==> config.mk <==
export PLATFORM = sky130hd
export DESIGN_NAME = audio_frame_level_meter_core_flat
export DESIGN_NICKNAME = d
export VERILOG_FILES = /design/src/hw/rtl/aflm_pkg.sv /design/src/hw/rtl/aflm_sample_if.sv /design/src/hw/rtl/aflm_result_if.sv /design/src/hw/rtl/aflm_cfg_if.sv /design/src/hw/rtl/aflm_ctrl.sv /design/src/hw/rtl/aflm_dp.sv /design/src/hw/rtl/audio_frame_level_meter_core.sv /design/src/flat_wrapper.sv
export SDC_FILE = /design/constraint.sdc
export NUM_CORES = 2
export LEC_CHECK = 0
export BUFFER_PORTS_ARGS = -buffer_cell sky130_fd_sc_hd__buf_2
export CAP_MARGIN = 20
export CORE_MARGIN = 2
export CORE_UTILIZATION = 55
export CTS_BUF_LIST = sky130_fd_sc_hd__clkbuf_8
export CTS_CLUSTER_DIAMETER = 40
export DETAILED_ROUTE_END_ITERATION = 16
export GPL_ROUTABILITY_DRIVEN = 0
export MAX_ROUTING_LAYER = met4
export PLACE_DENSITY = 0.72
export SKIP_LAST_GASP = 1
export SLEW_MARGIN = 20
export SYNTH_ARGS = -nofsm -noshare
export SYNTH_HDL_FRONTEND = slang
export SYNTH_HIERARCHICAL = 1
export SYNTH_SLANG_ARGS = --single-unit
==> constraint.sdc <==
create_clock -name clk -period 18.6 [get_ports clk]
set_clock_uncertainty 0.2 [all_clocks]
set_input_delay 3.72 -clock clk [delete_from_list [all_inputs] [get_ports clk]]
set_output_delay 3.72 -clock clk [all_outputs]
set_load 0.005 [all_outputs]
==> src/hw/rtl/aflm_pkg.sv <==
// ----------------------------------------------------------------------------
// aflm_pkg
// Shared widths, register indexes and controller/datapath command types for
// the audio frame level meter.
// ----------------------------------------------------------------------------
package aflm_pkg;

	localparam int unsigned MAX_FRAME_SAMPLES_DEF = 65536;

	localparam int unsigned SAMPLE_W    = 32;
	localparam int unsigned PEAK_W      = 32;
	localparam int unsigned RMS_W       = 40;
	localparam int unsigned FRAME_W     = 17;
	localparam int unsigned SUM_W       = 64;
	localparam int unsigned WIDTH_CFG_W = 3;
	localparam int unsigned THR_W       = 32;
	localparam int unsigned CFG_IDX_W   = 2;
	localparam int unsigned CFG_DATA_W  = 32;

	// sum * 65536 / count, then an integer root of that quotient
	localparam int unsigned FRAC_SHIFT  = 16;
	localparam int unsigned NUM_W       = SUM_W + FRAC_SHIFT;
	localparam int unsigned ROOT_W      = NUM_W / 2;
	localparam int unsigned RREM_W      = ROOT_W + 2;
	localparam int unsigned DIV_STEPS   = NUM_W;
	localparam int unsigned ROOT_STEPS  = ROOT_W;
	localparam int unsigned STEP_W      = $clog2(DIV_STEPS);

	localparam logic [WIDTH_CFG_W-1:0] WIDTH_RESET = 3'd2;

	localparam logic [CFG_IDX_W-1:0] REG_SAMPLE_WIDTH  = 2'd0;
	localparam logic [CFG_IDX_W-1:0] REG_VAD_THRESHOLD = 2'd1;

	typedef struct packed {
		logic take_sample;
		logic div_load;
		logic div_step;
		logic root_step;
		logic out_load;
	} aflm_cmd_t;

	typedef struct packed {
		logic pipe_empty;
		logic out_busy;
	} aflm_stat_t;

endpackage

==> src/hw/rtl/aflm_sample_if.sv <==
// ----------------------------------------------------------------------------
// aflm_sample_if
// Sample stream channel: raw little-endian bytes and end-of-frame mark.
// ----------------------------------------------------------------------------
interface aflm_sample_if;
	logic                          valid;
	logic                          ready;
	logic [aflm_pkg::SAMPLE_W-1:0] sample_bytes;
	logic                          last_sample;

	modport source (output valid, output sample_bytes, output last_sample, input ready);
	modport sink (input valid, input sample_bytes, input last_sample, output ready);
endinterface

==> src/hw/rtl/aflm_result_if.sv <==
// ----------------------------------------------------------------------------
// aflm_result_if
// Per-frame result channel: peak, RMS, voice activity, count and overflow.
// ----------------------------------------------------------------------------
interface aflm_result_if;
	logic                         valid;
	logic                         ready;
	logic [aflm_pkg::PEAK_W-1:0]  peak_level;
	logic [aflm_pkg::RMS_W-1:0]   rms_level;
	logic                         voice_active;
	logic [aflm_pkg::FRAME_W-1:0] frame_samples;
	logic                         level_overflow;

	modport source (output valid, output peak_level, output rms_level, output voice_active,
		output frame_samples, output level_overflow, input ready);
	modport sink (input valid, input peak_level, input rms_level, input voice_active,
		input frame_samples, input level_overflow, output ready);
endinterface

==> src/hw/rtl/aflm_cfg_if.sv <==
// ----------------------------------------------------------------------------
// aflm_cfg_if
// Register write channel: register index and write data.
// ----------------------------------------------------------------------------
interface aflm_cfg_if;
	logic                            valid;
	logic                            ready;
	logic [aflm_pkg::CFG_IDX_W-1:0]  index;
	logic [aflm_pkg::CFG_DATA_W-1:0] data;

	modport source (output valid, output index, output data, input ready);
	modport sink (input valid, input index, input data, output ready);
endinterface

==> src/hw/rtl/aflm_ctrl.sv <==
// ----------------------------------------------------------------------------
// aflm_ctrl
// Frame sequencer: accepts samples, drains the square/accumulate pipeline at
// frame end, steps the shared divide and root unit, then loads the result.
// ----------------------------------------------------------------------------
module aflm_ctrl (
	input  logic                  clk,
	input  logic                  arst_n,
	input  logic                  sample_valid,
	input  logic                  sample_last,
	output logic                  sample_ready,
	input  aflm_pkg::aflm_stat_t  stat,
	output aflm_pkg::aflm_cmd_t   cmd
);

	localparam logic [2:0] ST_ACC   = 3'd0;
	localparam logic [2:0] ST_DRAIN = 3'd1;
	localparam logic [2:0] ST_DIV   = 3'd2;
	localparam logic [2:0] ST_ROOT  = 3'd3;
	localparam logic [2:0] ST_WOUT  = 3'd4;

	localparam logic [aflm_pkg::STEP_W-1:0] DIV_LAST  =
		aflm_pkg::STEP_W'(aflm_pkg::DIV_STEPS - 1);
	localparam logic [aflm_pkg::STEP_W-1:0] ROOT_LAST =
		aflm_pkg::STEP_W'(aflm_pkg::ROOT_STEPS - 1);

	logic [2:0]                  state_q;
	logic [2:0]                  state_d;
	logic [aflm_pkg::STEP_W-1:0] step_q;
	logic [aflm_pkg::STEP_W-1:0] step_d;

	assign sample_ready = (state_q == ST_ACC);

	always_comb begin
		state_d         = state_q;
		step_d          = step_q;
		cmd             = '0;
		case (state_q)
			ST_ACC: begin
				cmd.take_sample = sample_valid;
				if (sample_valid && sample_last) begin
					state_d = ST_DRAIN;
				end
			end
			ST_DRAIN: begin
				if (stat.pipe_empty) begin
					cmd.div_load = 1'b1;
					step_d       = DIV_LAST;
					state_d      = ST_DIV;
				end
			end
			ST_DIV: begin
				cmd.div_step = 1'b1;
				if (step_q == '0) begin
					step_d  = ROOT_LAST;
					state_d = ST_ROOT;
				end else begin
					step_d = step_q - 1'b1;
				end
			end
			ST_ROOT: begin
				cmd.root_step = 1'b1;
				if (step_q == '0) begin
					state_d = ST_WOUT;
				end else begin
					step_d = step_q - 1'b1;
				end
			end
			ST_WOUT: begin
				// hold until the previous result has been taken
				if (!stat.out_busy) begin
					cmd.out_load = 1'b1;
					state_d      = ST_ACC;
				end
			end
			default: begin
				state_d = ST_ACC;
			end
		endcase
	end

	always_ff @(posedge clk or negedge arst_n) begin
		if (!arst_n) begin
			state_q <= ST_ACC;
			step_q  <= '0;
		end else begin
			state_q <= state_d;
			step_q  <= step_d;
		end
	end

endmodule

==> src/hw/rtl/aflm_dp.sv <==
// ----------------------------------------------------------------------------
// aflm_dp
// Datapath: configuration registers, magnitude/square/accumulate pipeline,
// bit-serial divider and digit-by-digit square root, and result register.
// ----------------------------------------------------------------------------
module aflm_dp #(
	parameter int unsigned MAX_FRAME_SAMPLES = aflm_pkg::MAX_FRAME_SAMPLES_DEF
) (
	input  logic                          clk,
	input  logic                          arst_n,
	input  aflm_pkg::aflm_cmd_t           cmd,
	output aflm_pkg::aflm_stat_t          stat,
	input  logic [aflm_pkg::SAMPLE_W-1:0] sample_bytes,
	aflm_cfg_if.sink                      cfg,
	aflm_result_if.source                 result
);

	localparam int unsigned CNT_W = $clog2(MAX_FRAME_SAMPLES + 1);
	localparam logic [CNT_W-1:0] CNT_MAX = CNT_W'(MAX_FRAME_SAMPLES);

	localparam int unsigned NUM_W  = aflm_pkg::NUM_W;
	localparam int unsigned ROOT_W = aflm_pkg::ROOT_W;
	localparam int unsigned RREM_W = aflm_pkg::RREM_W;

	// configuration
	logic [aflm_pkg::WIDTH_CFG_W-1:0] width_q;
	logic [aflm_pkg::THR_W-1:0]       thr_q;

	// sample pipeline and frame state
	logic                         v_s1;
	logic                         v_s2;
	logic [aflm_pkg::PEAK_W-1:0]  mag_s1;
	logic [aflm_pkg::SUM_W-1:0]   sq_s2;
	logic [aflm_pkg::PEAK_W-1:0]  peak_q;
	logic [aflm_pkg::SUM_W-1:0]   sum_q;
	logic [CNT_W-1:0]             count_q;
	logic                         ovf_q;

	// shared divide/root unit
	logic [NUM_W-1:0]  x_q;
	logic [CNT_W-1:0]  rem_q;
	logic [RREM_W-1:0] rrem_q;
	logic [ROOT_W-1:0] root_q;

	logic                         out_valid_q;
	logic [aflm_pkg::SAMPLE_W-1:0] sext;
	logic [aflm_pkg::PEAK_W-1:0]  mag;
	logic [aflm_pkg::SUM_W:0]     sum_next;
	logic [CNT_W:0]               div_trial;
	logic [CNT_W:0]               div_diff;
	logic                         div_ge;
	logic [RREM_W+1:0]            root_trial;
	logic [RREM_W+1:0]            root_sub;
	logic [RREM_W+1:0]            root_diff;
	logic                         root_ge;

	assign cfg.ready = 1'b1;

	always_ff @(posedge clk or negedge arst_n) begin
		if (!arst_n) begin
			width_q <= aflm_pkg::WIDTH_RESET;
			thr_q   <= '0;
		end else if (cfg.valid) begin
			case (cfg.index)
				aflm_pkg::REG_SAMPLE_WIDTH:  width_q <= cfg.data[aflm_pkg::WIDTH_CFG_W-1:0];
				aflm_pkg::REG_VAD_THRESHOLD: thr_q   <= cfg.data[aflm_pkg::THR_W-1:0];
				default: ;
			endcase
		end
	end

	// sign-extend from the configured width; zero acts as one byte, above four as four
	always_comb begin
		case (width_q)
			3'd0, 3'd1: sext = {{24{sample_bytes[7]}}, sample_bytes[7:0]};
			3'd2:       sext = {{16{sample_bytes[15]}}, sample_bytes[15:0]};
			3'd3:       sext = {{8{sample_bytes[23]}}, sample_bytes[23:0]};
			default:    sext = sample_bytes;
		endcase
		// the most negative 32-bit value wraps to 2^31, which is the wanted magnitude
		mag = sext[aflm_pkg::SAMPLE_W-1] ? (~sext + 32'd1) : sext;
	end

	assign sum_next = {1'b0, sum_q} + {1'b0, sq_s2};

	assign stat.pipe_empty = !v_s1 && !v_s2;
	assign stat.out_busy   = out_valid_q;

	always_ff @(posedge clk or negedge arst_n) begin
		if (!arst_n) begin
			v_s1    <= 1'b0;
			v_s2    <= 1'b0;
			peak_q  <= '0;
			sum_q   <= '0;
			count_q <= '0;
			ovf_q   <= 1'b0;
		end else if (cmd.out_load) begin
			v_s1    <= 1'b0;
			v_s2    <= 1'b0;
			peak_q  <= '0;
			sum_q   <= '0;
			count_q <= '0;
			ovf_q   <= 1'b0;
		end else begin
			v_s1 <= 1'b0;
			v_s2 <= v_s1;
			if (cmd.take_sample) begin
				// drop samples past the frame limit
				if (count_q >= CNT_MAX) begin
					ovf_q <= 1'b1;
				end else begin
					v_s1    <= 1'b1;
					count_q <= count_q + 1'b1;
				end
			end
			if (v_s1 && (mag_s1 > peak_q)) begin
				peak_q <= mag_s1;
			end
			if (v_s2) begin
				if (sum_next[aflm_pkg::SUM_W]) begin
					sum_q <= '1;
					ovf_q <= 1'b1;
				end else begin
					sum_q <= sum_next[aflm_pkg::SUM_W-1:0];
				end
			end
		end
	end

	always_ff @(posedge clk) begin
		mag_s1 <= mag;
		sq_s2  <= aflm_pkg::SUM_W'(mag_s1) * aflm_pkg::SUM_W'(mag_s1);
	end

	// restoring division, one quotient bit a cycle; quotient shifts into x_q
	assign div_trial = {rem_q, x_q[NUM_W-1]};
	assign div_diff  = div_trial - {1'b0, count_q};
	assign div_ge    = (div_trial >= {1'b0, count_q});

	// integer square root, two radicand bits a cycle
	assign root_trial = {rrem_q, x_q[NUM_W-1:NUM_W-2]};
	assign root_sub   = {2'b00, root_q, 2'b01};
	assign root_diff  = root_trial - root_sub;
	assign root_ge    = (root_trial >= root_sub);

	always_ff @(posedge clk) begin
		if (cmd.div_load) begin
			x_q    <= {sum_q, {aflm_pkg::FRAC_SHIFT{1'b0}}};
			rem_q  <= '0;
			rrem_q <= '0;
			root_q <= '0;
		end else if (cmd.div_step) begin
			x_q   <= {x_q[NUM_W-2:0], div_ge};
			rem_q <= div_ge ? div_diff[CNT_W-1:0] : div_trial[CNT_W-1:0];
		end else if (cmd.root_step) begin
			x_q    <= {x_q[NUM_W-3:0], 2'b00};
			rrem_q <= root_ge ? root_diff[RREM_W-1:0] : root_trial[RREM_W-1:0];
			root_q <= {root_q[ROOT_W-2:0], root_ge};
		end
	end

	always_ff @(posedge clk or negedge arst_n) begin
		if (!arst_n) begin
			out_valid_q <= 1'b0;
		end else if (cmd.out_load) begin
			out_valid_q <= 1'b1;
		end else if (result.ready) begin
			out_valid_q <= 1'b0;
		end
	end

	always_ff @(posedge clk) begin
		if (cmd.out_load) begin
			result.peak_level     <= peak_q;
			result.rms_level      <= (count_q == '0) ? '0 : aflm_pkg::RMS_W'(root_q);
			result.voice_active   <= (peak_q >= thr_q);
			result.frame_samples  <= aflm_pkg::FRAME_W'(count_q);
			result.level_overflow <= ovf_q;
		end
	end

	assign result.valid = out_valid_q;

endmodule

==> src/hw/rtl/audio_frame_level_meter_core.sv <==
// ----------------------------------------------------------------------------
// audio_frame_level_meter_core
// Within a frame one sample is taken every cycle (magnitude, square, add).
// After the last sample of a frame the input stalls: the square/accumulate
// pipeline drains and the divider loads, the bit-serial divider and then the
// square root run, and the result register loads, which is valid on the
// following cycle. The stall lasts longer while the previous result waits.
// arst_n clears frame state and result valid; sample width resets to 2 bytes
// and the voice threshold to 0.
// ----------------------------------------------------------------------------
module audio_frame_level_meter_core #(
	parameter int unsigned MAX_FRAME_SAMPLES = aflm_pkg::MAX_FRAME_SAMPLES_DEF
) (
	input  logic          clk,
	input  logic          arst_n,
	aflm_sample_if.sink   sample,
	aflm_result_if.source result,
	aflm_cfg_if.sink      cfg
);

	aflm_pkg::aflm_cmd_t  cmd;
	aflm_pkg::aflm_stat_t stat;
	logic                 ready;

	assign sample.ready = ready;

	aflm_ctrl u_ctrl (
		.clk          (clk),
		.arst_n       (arst_n),
		.sample_valid (sample.valid),
		.sample_last  (sample.last_sample),
		.sample_ready (ready),
		.stat         (stat),
		.cmd          (cmd)
	);

	aflm_dp #(
		.MAX_FRAME_SAMPLES (MAX_FRAME_SAMPLES)
	) u_dp (
		.clk          (clk),
		.arst_n       (arst_n),
		.cmd          (cmd),
		.stat         (stat),
		.sample_bytes (sample.sample_bytes),
		.cfg          (cfg),
		.result       (result)
	);

endmodule

==> src/flat_wrapper.sv <==
// flat-port wrapper written by rule: the top's interface ports become plain ports
module audio_frame_level_meter_core_flat 
#(
	parameter int unsigned MAX_FRAME_SAMPLES = aflm_pkg::MAX_FRAME_SAMPLES_DEF
)
  (clk, arst_n, sample_valid, sample_sample_bytes, sample_last_sample, sample_ready, result_valid, result_peak_level, result_rms_level, result_voice_active, result_frame_samples, result_level_overflow, result_ready, cfg_valid, cfg_index, cfg_data, cfg_ready);
  aflm_sample_if sample_i ();
  aflm_result_if result_i ();
  aflm_cfg_if cfg_i ();
  input  logic clk;
  input  logic arst_n;
  input wire logic [$bits(sample_i.valid)-1:0] sample_valid;
  input wire logic [$bits(sample_i.sample_bytes)-1:0] sample_sample_bytes;
  input wire logic [$bits(sample_i.last_sample)-1:0] sample_last_sample;
  output wire logic [$bits(sample_i.ready)-1:0] sample_ready;
  output wire logic [$bits(result_i.valid)-1:0] result_valid;
  output wire logic [$bits(result_i.peak_level)-1:0] result_peak_level;
  output wire logic [$bits(result_i.rms_level)-1:0] result_rms_level;
  output wire logic [$bits(result_i.voice_active)-1:0] result_voice_active;
  output wire logic [$bits(result_i.frame_samples)-1:0] result_frame_samples;
  output wire logic [$bits(result_i.level_overflow)-1:0] result_level_overflow;
  input wire logic [$bits(result_i.ready)-1:0] result_ready;
  input wire logic [$bits(cfg_i.valid)-1:0] cfg_valid;
  input wire logic [$bits(cfg_i.index)-1:0] cfg_index;
  input wire logic [$bits(cfg_i.data)-1:0] cfg_data;
  output wire logic [$bits(cfg_i.ready)-1:0] cfg_ready;
  assign sample_i.valid = sample_valid;
  assign sample_i.sample_bytes = sample_sample_bytes;
  assign sample_i.last_sample = sample_last_sample;
  assign sample_ready = sample_i.ready;
  assign result_valid = result_i.valid;
  assign result_peak_level = result_i.peak_level;
  assign result_rms_level = result_i.rms_level;
  assign result_voice_active = result_i.voice_active;
  assign result_frame_samples = result_i.frame_samples;
  assign result_level_overflow = result_i.level_overflow;
  assign result_i.ready = result_ready;
  assign cfg_i.valid = cfg_valid;
  assign cfg_i.index = cfg_index;
  assign cfg_i.data = cfg_data;
  assign cfg_ready = cfg_i.ready;
  audio_frame_level_meter_core #(.MAX_FRAME_SAMPLES(MAX_FRAME_SAMPLES)) u_core (.clk(clk), .arst_n(arst_n), .sample(sample_i), .result(result_i), .cfg(cfg_i));
endmodule
==> summary.md <==
| Metric | Value |
|---|---|
| Antenna Violating Nets Remaining | 0 |
| Fin crit period | 8.776 ns |
| Iteration-0 DRC Markers | 2,842 |
| WS Path Type | flip-flop to flip-flop |
| Hold Path Class | flip-flop to flip-flop |
| Distinct cells, synth | 107 |
| DRC Markers | 0 |
| Cell family with the largest share of critical-path delay | adder cells |
| Vias per inst | 5.549 |
| RSZ-0062 raised after global routing | false |
| Final Hold Vio Count | 0 |
| Cell Rows | 119 |
| Slew HR | 34.54% |
| RR Startpoint | u_core/u_dp/mag_s1[16]$_DFF_P_ |
| Die area | 109,300 um^2 |
| # IOs | 166 |
| Routed WL | 141.4 mm |
| Yosys warns | 6 |
| Pin slew with the least headroom to its limit | 0.9818 ns |
| Mean area per synthesized cell | 9.337 um^2 |
| Cell mode on critical path | fa_1 |
| Crit path launch type | flip-flop |
| Antenna violations before repair | 4 |
| Highest-count cells in the layout ignoring fill and taps | inv_1, fa_1, nand2_1 |
| Synth Flop Type | dfxtp_1 |
| CTS sink count | 527 |
| Overflow after GRT | 0 |
| Maxcap violations | 0 |
| Max-slew violations | 0 |
| Clock Latency Late Sink | 0.78 ns |
| Die height | 330.5 um |
| Buf+Inv Stages, Crit Path | 4 |
| Critical path origin | u_core/u_dp/mag_s1[16]$_DFF_P_ |
| Initial Utilization | 55.55% |
| CTS tree | yes |
| All-Layer GR Usage | 27.24% |
| Status | complete, no violations |
| Longest Clk Path Bufs | 3 |
| Fin nets | 7,649 |
| Final period util | 47.18% |
| Max incr delay on CP | 0.55 ns |
| Setup repair bufs after CTS | 0 |
| Mapped Area | 58,640 um^2 |
| H-tree Lvls | 3 |
| Flops & latches, synth | 527 |
| Core area | 105,600 um^2 |
| Post-synth ARST share | 30.74% |
| Hold_buf cts | 0 |
| Worst-path fanout max | 28 |
| Sum of negative setup slack | 0 ns |
| Clock root buffer | clkbuf_8 |
| Drt pass-1 iters | 5 |
| Area added between synthesis and finish | 6.381% |
| Clk pin slew, worst setup/hold paths | 0.06 ns |
| Largest net degree at the start of global routing | 106 |
| First-pass GRT wire length | 231.1 mm |
| CP required | 19.08 ns |
| Syn Inst Count | 6,281 |
| WL/cell | 18.20 um |
| Via Count | 43,120 |
| Slowest stage cell, crit path | fa_1 |
| Die X | 330.5 um |
| CTS Buf Count | 92 |
| CTS resizes | 0 |
| Hold Path Origin | u_core/u_dp/root_q[13]$_SDFFE_PP0P_ |
| IO Port Bufs | 164 |
| Vias in the first global route | 45,170 |
| Post-synthesis net count | 7,634 |
| Most common cell after layout, fill and taps aside | inv_1 |
| Layout cells sized above 1 | 7.387% |
| Peak Freq | 0.1139 GHz |
| Post-synth EDFFs | 155 |
| CP Capture Type | flip-flop |
| Seq/Total Area, Yosys | 22.02% |
| Dpl hpwl | 108.0 mm |
| Arrival @ worst endpoint | 9.25 ns |
| Final setup viols | 0 |
sequential cells by signal, summed over array words and instances, names as in the netlist, 32 cells and up:
name                           cells
u_core/u_dp/result.peak_level     32
u_core/u_dp/rrem_q                42
u_core/u_dp/x_q                   80
u_core/u_dp/peak_q                32
u_core/u_dp/sq_s2                 63
u_core/u_dp/mag_s1                32
u_core/u_dp/result.rms_level      40
u_core/u_dp/thr_q                 32
u_core/u_dp/sum_q                 64
u_core/u_dp/root_q                40
worst reg2reg max path, stage by stage, from the launching register on:
cell	delay (ns)
dfxtp_1	0.30
buf_4	0.39
clkinv_1	0.55
nor2_1	0.39
fa_1	0.50
fa_1	0.55
inv_1	0.06
fa_1	0.46
fa_1	0.54
inv_1	0.06
fa_1	0.44
fa_1	0.43
fa_1	0.45
fa_1	0.42
ha_1	0.44
a21o_1	0.22
a21o_1	0.17
a21oi_1	0.23
o21ai_1	0.12
a2111oi_0	0.53
o21bai_1	0.16
and3_1	0.23
a211oi_1	0.30
nor2_1	0.14
a221oi_2	0.30
xnor2_1	0.14
layout make-up:
| type | instances | area [um^2] |
|---|---|---|
| Tap cell | 1391 | 1740 |
| Multi-Input combinational cell | 4298 | 40240 |
| Clock buffer | 97 | 1335 |
| Clock inverter | 77 | 558.0 |
| Sequential cell | 527 | 12920 |
| Timing Repair Buffer | 219 | 1240 |
| Fill cell | 9018 | 43180 |
| Antenna cell | 3 | 7.507 |
| Inverter | 1158 | 4347 |
Yosys cell counts, types with 38 or more instances:
master	instances	area, um^2
inv_1	1155	4335
fa_1	794	15900
nand2_1	545	2046
ha_1	487	6093
nor2_1	393	1475
a21oi_1	317	1587
and2_1	289	1808
clkbuf_1	255	957.2
dfxtp_1	210	4204
o21ai_0	198	991.0
dfrtp_1	161	4029
edfxtp_1	155	4654
xnor2_1	147	1287
mux2i_1	132	1321
a21o_1	115	863.3
xor2_1	98	858.3
a211oi_1	85	638.1
nand4_1	67	419.2
nor3_1	57	285.3
a311oi_1	49	429.2
nand3_1	49	245.2
o21bai_1	44	330.3
nand2b_1	43	269.0
nor2b_1	38	237.7
final timing paths:
kind | end | slack, ns | depth (start not counted)
max | u_core/u_dp/sq_s2[61]$_DFF_P_ | 9.82 | 25
min | u_core/u_dp/root_q[14]$_SDFFE_PP0P_ | 0.25 | 2
max reg2reg | u_core/u_dp/sq_s2[61]$_DFF_P_ | 9.82 | 25
min reg2reg | u_core/u_dp/root_q[14]$_SDFFE_PP0P_ | 0.25 | 2
max in group asynchronous | u_core/u_dp/v_s2$_DFF_PN0_ | 14.20 | 2
min in group asynchronous | u_core/u_dp/peak_q[31]$_DFFE_PN0P_ | 2.71 | 1
cells by family (layout without fill, tap and decap cells):
kind of cell / count (synthesis) / count (layout) / synth area share [%]
xor+xnor: 245 / 245 / 3.659
mux: 171 / 171 / 3.002
flops: 527 / 527 / 22.02
simple gates: 1588 / 1588 / 12.98
buf+inv: 1456 / 1551 / 9.462
fa+ha+maj: 1281 / 1281 / 37.49
other cells: 1 / 4 / 0.006394
compound gates: 1012 / 1012 / 11.38
layer usage:
metal	GRT usage, %	part of all wire (%)	up-vias	wire [um]
met5	-	0	-	0
met4	8.410	3.0	0	4238
met3	4.881	7.2	299	10110
met2	44.52	47	1415	67090
met1	34.56	42	21110	59950
li1	-	-	20300	-
metrics by stage:
| step | util [%] | hold WS, ns | instance area [um^2] | setup WS [ns] | instances |
|---|---|---|---|---|---|
| after floorplan | - | 0.2147 | 58650 | 10.59 | 6281 |
| after global placement | 57.30 | 0.2681 | 60490 | 10.09 | 7593 |
| after detailed placement | 57.30 | 0.2725 | 60490 | 9.953 | 7593 |
| after CTS | 59.09 | 0.2458 | 62380 | 9.949 | 7767 |
| after global routing | 59.10 | 0.2881 | 62390 | 9.373 | 7770 |
| final | 59.10 | 0.2548 | 62390 | 9.824 | 7770 |
Power is left out: the tool's default activity adds up to more than one toggle a clock period on the data nets, which glitch-free logic cannot reach.
